[config.mk]
export PLATFORM = sky130hd
export DESIGN_NAME = double_to_single_float_convert_unit
export DESIGN_NICKNAME = d
export VERILOG_FILES = /design/src/sv/d2s_pkg.sv /design/src/sv/double_to_single_float_convert_unit.sv /design/src/sv/d2s_round.sv
export SDC_FILE = /design/constraint.sdc
export NUM_CORES = 1
export LEC_CHECK = 0
export BUFFER_PORTS_ARGS = -buffer_cell sky130_fd_sc_hd__buf_2
export CORE_MARGIN = 2
export CORE_UTILIZATION = 50
export CTS_CLUSTER_DIAMETER = 150
export DETAILED_ROUTE_END_ITERATION = 16
export GPL_TIMING_DRIVEN = 1
export HOLD_SLACK_MARGIN = 0.06
export PLACE_DENSITY_LB_ADDON = 0.15
export SYNTH_ARGS = -nofsm -noshare
export SYNTH_HDL_FRONTEND = slang
export SYNTH_SLANG_ARGS = --single-unit
[constraint.sdc]
create_clock -name clk_i -period 4.87 [get_ports clk_i]
set_input_delay 0.974 -clock clk_i [delete_from_list [all_inputs] [get_ports clk_i]]
set_output_delay 0.974 -clock clk_i [all_outputs]
set_load 0.01 [all_outputs]
[src/sv/d2s_pkg.sv]
// ----------------------------------------------------------------------------
// d2s_pkg
// Shared types and constants of the binary64 to binary32 converter.
// ----------------------------------------------------------------------------
package d2s_pkg;

  localparam int unsigned EXP64_W = 11;
  localparam int unsigned MANT64_W = 52;
  localparam int unsigned EXP32_W = 8;
  localparam int unsigned MANT32_W = 23;
  localparam int unsigned SIG_W = 54;

  localparam logic [EXP64_W-1:0] EXP64_ALL_ONES = 11'h7ff;
  localparam logic [EXP32_W-1:0] EXP32_MAX = 8'hff;
  // biased binary64 exponent of unbiased -126 and +127
  localparam logic [EXP64_W-1:0] EXP64_MIN_NORM = 11'd897;
  localparam logic [EXP64_W-1:0] EXP64_MAX_NORM = 11'd1150;
  // subnormal path: shift = 926 - exponent, zero when shift reaches 54
  localparam logic [EXP64_W-1:0] EXP64_SUB_BASE = 11'd926;
  localparam logic [EXP64_W-1:0] EXP64_SUB_FLOOR = 11'd872;
  // re-bias from binary64 to binary32: 1023 - 127
  localparam logic [EXP64_W-1:0] EXP_REBIAS = 11'd896;

  typedef enum logic {
    RND_RNE = 1'b0,
    RND_RTZ = 1'b1
  } rnd_mode_e;

  // stage 1 to stage 2 classification
  typedef struct packed {
    logic                sign;
    logic [EXP32_W-1:0]  exp;
    logic                fixed;     // result fully known, no rounding
    logic [MANT32_W-1:0] fixed_man;
    logic                rtz;
  } cls_t;

endpackage

[src/sv/double_to_single_float_convert_unit.sv]
// ----------------------------------------------------------------------------
// double_to_single_float_convert_unit
// Converts binary64 bits to binary32 bits with nearest-even or toward-zero.
// ----------------------------------------------------------------------------
// One transaction in per cycle unless stalled, through a three-stage pipeline
// (align, round, pack), held as a whole while a result waits under out_stall_i.
// The input is stalled whenever a result waits at the output under out_stall_i.
module double_to_single_float_convert_unit (
  input  logic        clk_i,
  input  logic        rst_ni,
  input  logic        in_valid_i,
  output logic        in_stall_o,
  input  logic [63:0] double_bits_i,
  input  logic        opcode_i,
  output logic        out_valid_o,
  input  logic        out_stall_i,
  output logic [31:0] single_bits_o
);
  import d2s_pkg::*;

  logic en;

  // pipe advances unless the output holds a waiting transaction
  assign en = !(out_valid_o && out_stall_i);
  assign in_stall_o = !en;

  d2s_round u_round (
    .clk_i         (clk_i),
    .rst_ni        (rst_ni),
    .en_i          (en),
    .valid_i       (in_valid_i),
    .double_bits_i (double_bits_i),
    .rtz_i         (opcode_i == RND_RTZ),
    .valid_o       (out_valid_o),
    .single_bits_o (single_bits_o)
  );

`ifndef SYNTHESIS
  // a stalled result stays put
  a_out_hold: assert property (@(posedge clk_i) disable iff (!rst_ni)
    out_valid_o && out_stall_i |=> out_valid_o && $stable(single_bits_o))
    else $error("stalled result changed");
  // input stall only under output stall
  a_in_stall: assert property (@(posedge clk_i) disable iff (!rst_ni)
    in_stall_o |-> out_stall_i && out_valid_o)
    else $error("spurious input stall");
  // no stall while no result is pending
  a_free: assert property (@(posedge clk_i) disable iff (!rst_ni)
    !out_valid_o |-> !in_stall_o)
    else $error("stall while empty");
`endif

endmodule

[src/sv/d2s_round.sv]
// ----------------------------------------------------------------------------
// d2s_round
// Three-stage datapath: classify and align, round increment, pack result.
// ----------------------------------------------------------------------------
module d2s_round (
  input  logic        clk_i,
  input  logic        rst_ni,
  input  logic        en_i,
  input  logic        valid_i,
  input  logic [63:0] double_bits_i,
  input  logic        rtz_i,
  output logic        valid_o,
  output logic [31:0] single_bits_o
);
  import d2s_pkg::*;

  logic [EXP64_W-1:0] ex;
  logic [MANT64_W-1:0] mant;
  logic [SIG_W-1:0] sig_ext;
  logic [EXP64_W-1:0] sh_full;
  logic [5:0] sh;
  logic [SIG_W+1:0] wide, shifted;
  cls_t cls_d, cls_q;
  logic [SIG_W-1:0] q_d, q_q;     // truncated quotient
  logic guard_d, guard_q, sticky_d, sticky_q;
  logic v1_q, v2_q, v3_q;
  logic [MANT32_W:0] m2_d, m2_q;
  cls_t cls2_q;
  logic [31:0] res_d, res_q;
  logic [EXP32_W-1:0] e3;

  // stage 1: classify and align into quotient, guard and sticky
  always_comb begin
    ex = double_bits_i[62:52];
    mant = double_bits_i[51:0];
    sig_ext = {1'b0, 1'b1, mant};
    cls_d = '0;
    cls_d.sign = double_bits_i[63];
    cls_d.rtz = rtz_i;
    sh_full = EXP64_SUB_BASE - ex;
    sh = sh_full[5:0];
    wide = '0;
    shifted = '0;
    q_d = '0;
    guard_d = 1'b0;
    sticky_d = 1'b0;
    if (ex == '0) begin
      cls_d.fixed = 1'b1;
    end else if (ex == EXP64_ALL_ONES) begin
      cls_d.fixed = 1'b1;
      cls_d.exp = EXP32_MAX;
      cls_d.fixed_man = (mant != '0) ? 23'd1 : '0;
    end else if (ex < EXP64_MIN_NORM) begin
      if (ex <= EXP64_SUB_FLOOR) begin
        cls_d.fixed = 1'b1;
      end else begin
        // two extra low bits give guard at bit sh+1; sticky from bits below it
        wide = {sig_ext, 2'b00};
        shifted = wide >> sh;
        q_d = shifted[SIG_W+1:2];
        guard_d = shifted[1];
        sticky_d = ((wide & ((({{(SIG_W+1){1'b0}}, 1'b1}) << (sh + 6'd1)) -
                    {{(SIG_W+1){1'b0}}, 1'b1})) != '0);
      end
    end else if (ex > EXP64_MAX_NORM) begin
      cls_d.fixed = 1'b1;
      cls_d.exp = EXP32_MAX;
    end else begin
      cls_d.exp = EXP32_W'(ex - EXP_REBIAS);
      q_d = {31'd0, mant[51:29]};
      guard_d = mant[28];
      sticky_d = (mant[27:0] != '0);
    end
  end

  always_ff @(posedge clk_i or negedge rst_ni) begin
    if (!rst_ni) begin
      v1_q <= 1'b0;
    end else if (en_i) begin
      v1_q <= valid_i;
    end
  end

  always_ff @(posedge clk_i) begin
    if (en_i) begin
      cls_q <= cls_d;
      q_q <= q_d;
      guard_q <= guard_d;
      sticky_q <= sticky_d;
    end
  end

  // stage 2: round increment
  always_comb begin
    m2_d = q_q[MANT32_W:0];
    if (cls_q.rtz == 1'b0 && guard_q && (sticky_q || q_q[0])) begin
      m2_d = q_q[MANT32_W:0] + 24'd1;
    end
  end

  always_ff @(posedge clk_i or negedge rst_ni) begin
    if (!rst_ni) begin
      v2_q <= 1'b0;
    end else if (en_i) begin
      v2_q <= v1_q;
    end
  end

  always_ff @(posedge clk_i) begin
    if (en_i) begin
      m2_q <= m2_d;
      cls2_q <= cls_q;
    end
  end

  // stage 3: mantissa carry and pack
  always_comb begin
    e3 = cls2_q.exp + EXP32_W'(m2_q[MANT32_W]);
    if (cls2_q.fixed) begin
      res_d = {cls2_q.sign, cls2_q.exp, cls2_q.fixed_man};
    end else begin
      res_d = {cls2_q.sign, e3, m2_q[MANT32_W-1:0]};
    end
  end

  always_ff @(posedge clk_i or negedge rst_ni) begin
    if (!rst_ni) begin
      v3_q <= 1'b0;
    end else if (en_i) begin
      v3_q <= v2_q;
    end
  end

  always_ff @(posedge clk_i) begin
    if (en_i) begin
      res_q <= res_d;
    end
  end

  assign valid_o = v3_q;
  assign single_bits_o = res_q;

`ifndef SYNTHESIS
  // a frozen pipe holds its valid bits
  a_hold: assert property (@(posedge clk_i) disable iff (!rst_ni)
    !en_i |=> $stable(v3_q) && $stable(v2_q))
    else $error("pipe moved while frozen");
  // valid advances one stage per enabled cycle
  a_adv: assert property (@(posedge clk_i) disable iff (!rst_ni)
    en_i |=> v2_q == $past(v1_q))
    else $error("valid lost between stages");
  // rounded mantissa never overflows past one carry
  a_carry: assert property (@(posedge clk_i) disable iff (!rst_ni)
    v2_q && m2_q[MANT32_W] && !cls2_q.fixed |-> m2_q[MANT32_W-1:0] == '0)
    else $error("mantissa carry with nonzero fraction");
`endif

endmodule

==> metrics.txt <==
outcome complete, no violations; vias 9525; Cells after DPL 1398; cts hold-fix bufs 0; die width 142 um; most used cell, CP buf_4; clk_lat worst skew 0.34 ns; DRC Markers 0; xor and xnor area share after synthesis 0.0431; Routed WL per cell 24.8 um; Final Hold Fails 0; Synth Area in Compound Gates 0.208; Mapped Nets 1136; Clock transition at path regs 0.08 ns; Largest stage delay, worst path 0.70 ns; Power Density 303 mW/mm^2; antenna cells 0; nets 1253; CP required 4.95 ns; Seq/Total Area, Yosys 0.339; root buf cell clkbuf_16; EDFF count, synth 105; final worst-path cycle share 0.929; First-pass DRT Iterations 6; # port buffers 102; Syn Std Cell Area 0.00951 sq mm; WP data arrival 4.61 ns; area of the core 0.0187 sq mm; GRT Total Usage 0.348; Post-Syn Area per Cell 8.99 sq um; Num CTS Buffers 9; GPL Wtd Cong 1.02; worst slack, placed 0.0214 ns; slowest cell on the critical path a2111oi_0; Layout area overhead 15.9%; Slew Viols, Final 0; Hold Path Class primary input to asynchronous set/reset pin; Worst Setup End Kind flop; row count 50; CP top delay family compound AO/OA/AOI/OAI gates; initial antenna violation count 0; adder-cell share of the synthesized area 0.0118; Final Instance Count excl. Fillers 1414; Finish-stage setup viols 0; critical path class primary input to flop; hpwl dp 27100 um; grt total ovfl 0; startpoint types primary input; initial DRC count 1139; vias in the first global route 8799; Main synth FF type edfxtp_1; Tmin final 4.53 ns; Max Cap Viol 0; initial core utilization 0.508; H-tree Lvls 3; first-pass GRT wire length 52800 um; combinational family with the most area after synthesis simple AND/OR/NAND/NOR gates; RSZ-0062 raised after global routing false; utilization after layout 0.589; CTS tree done; fraction of layout instances using a drive strength above 1 0.231; Slew headroom 0.355; die height 142 um; worst path bufs/invs 5; ys async rst share 0.0278; Max clock buf depth 2; maximum fanout along the worst path 21; clk sink count 108; mux share of post-synthesis cell area 0.142; largest net degree at the start of global routing 73; Synth cell types 75; die area 0.0201 sq mm; Critical Path, Cell by Cell buf_2 > buf_4 > ha_1 > buf_4 > nor3_1 > a31oi_1 > o311a_1 > nor2_2 > buf_4 > o311ai_0 > a2111oi_0 > buf_4 > nand3_1 > nor4_1 > a41oi_1; FF+latch count, synth 108; simple-gate share of the synthesized area 0.210; Filler cells 1613; worst slew pin tran 0.963 ns; slack of the critical path 0.345 ns; overall power 3.34 mW; number of vias per cell 6.74; Antenna Nets Post-Route 0; cell count after synthesis 1058; fmax 221 MHz; final WL 35000 um; Worst Skew 0.0128 ns; I/O pins 103; yosys warns 0; LEAKAGE 4.30 nW; Worst IR Drop VDD 0.235 mV
[cells in the mapped netlist (all sizes together) (3+ instances only)]
cell / instances / area [sq um]
o311a: 3 / 30.0
mux2i: 42 / 420
a31oi: 18 / 128
a311oi: 3 / 26.3
o21a: 5 / 37.5
o31ai: 10 / 103
a32o: 5 / 50.1
o41ai: 4 / 35.0
nor2b: 35 / 219
mux2: 12 / 139
o22ai: 16 / 100
a221o: 5 / 50.1
a21o: 4 / 30.0
nand2b: 8 / 50.1
or2: 4 / 25.0
buf: 30 / 159
a21oi: 87 / 435
nand2: 136 / 510
a211o: 5 / 43.8
a211oi: 10 / 75.1
a22o: 15 / 131
xor2: 8 / 70.1
a2111oi: 5 / 81.3
nand4: 13 / 81.3
a32oi: 3 / 26.3
clkbuf: 49 / 184
dfrtp: 3 / 75.1
o211ai: 7 / 52.6
inv: 22 / 82.6
and2: 14 / 87.6
mux4: 35 / 788
nor4: 20 / 131
o21ai: 60 / 300
and3: 22 / 138
nor3: 22 / 110
or3: 7 / 48.8
a221oi: 9 / 78.8
nand3: 46 / 243
nor2: 77 / 289
xnor2: 38 / 340
ha: 9 / 113
edfxtp: 105 / 3150
[cell type report]
| cell class | instances | area (sq um) | share of cell area |
|---|---|---|---|
| timing repair buffer | 185 | 1150 | 0.104 |
| inverter | 23 | 86.3 | 0.00783 |
| sequential | 108 | 3230 | 0.293 |
| clock inverter | 7 | 116 | 0.0106 |
| clock buffer | 9 | 225 | 0.0204 |
| multi-input combinational | 848 | 5930 | 0.538 |
| tap | 234 | 293 | 0.0266 |
[per-layer routing]
metal	vias to the layer above	track usage	routed length (um)
met2	671	0.574	16200
met3	83	0.0449	3550
met5	-	0	0
li1	4268	-	-
met1	4503	0.472	14000
met4	0	0.125	1230
[flip-flops by register name, indices dropped and copies added (netlist names)]
signal,count
u_round.sticky_q,1
u_round.guard_q,1
u_round.m2_q,24
u_round.valid_o,1
u_round.single_bits_o,32
u_round.q_q,24
u_round.v1_q,1
u_round.cls2_q,11
u_round.v2_q,1
u_round.cls_q,12
[where the power goes]
group / switching [mW] / internal [mW] / leakage, nW
clock network: 0.326 / 0.465 / 0.167
logic: 0.741 / 0.462 / 2.99
registers: 0.0807 / 1.27 / 1.14
[logic make-up after synthesis]
logic type / count (synthesis)
and+or+nand+nor: 411
AOI/OAI and AO/OA: 293
DFF: 108
buffers and inverters: 102
muxes: 89
xor gates and xnor gates: 46
adders and majority gates: 9
[worst paths after layout]
path / from / to / slack [ns] / depth (start not counted)
max in group asynchronous: rst_ni / u_round.valid_o / 4.35 / 1
setup reg to reg: u_round.cls_q[0] / u_round.m2_q[23] / 2.64 / 7
hold / removal: rst_ni / u_round.v1_q / 0.42 / 1
min in group clk_i: u_round.cls_q[28] / u_round.cls2_q[28] / 0.42 / 0
setup / recovery: double_bits_i[52] / u_round.sticky_q / 0.34 / 15
hold reg to reg: u_round.cls_q[28] / u_round.cls2_q[28] / 0.42 / 0
[cell usage in the layout (no fill, tap or decap), drive strengths merged, types with 10 or more instances in the layout]
cell    Yosys  final
nand2     136    136
inv        22     25
a31oi      18     18
nor2       77     77
edfxtp    105    105
and3       22     22
a21oi      87     87
a22o       15     15
mux4       35     35
nor4       20     20
mux2       12     12
and2       14     14
o22ai      16     16
nor3       22     22
o21ai      60     60
mux2i      42     42
nor2b      35     35
xnor2      38     38
nand3      46     46
nand4      13     13
o31ai      10     10
buf        30    185
a211oi     10     10
[timing repair]
| item | CTS | global route |
|---|---|---|
| gates resized for setup | 0 | 1 |
| setup buffers | 0 | 0 |
| setup endpoints to repair | 0 | 1 |
[per-stage QoR]
step                hold WS [ns]  setup TNS (ns)  instance area [sq um]
global route               0.407               0                  11000
finish                     0.416               0                  11000
floorplan                  0.400               0                   9510
detailed placement         0.405               0                  10700
CTS                        0.406               0                  11000
global placement           0.401        -0.00730                  10700
(Power assumes the default switching activity.)
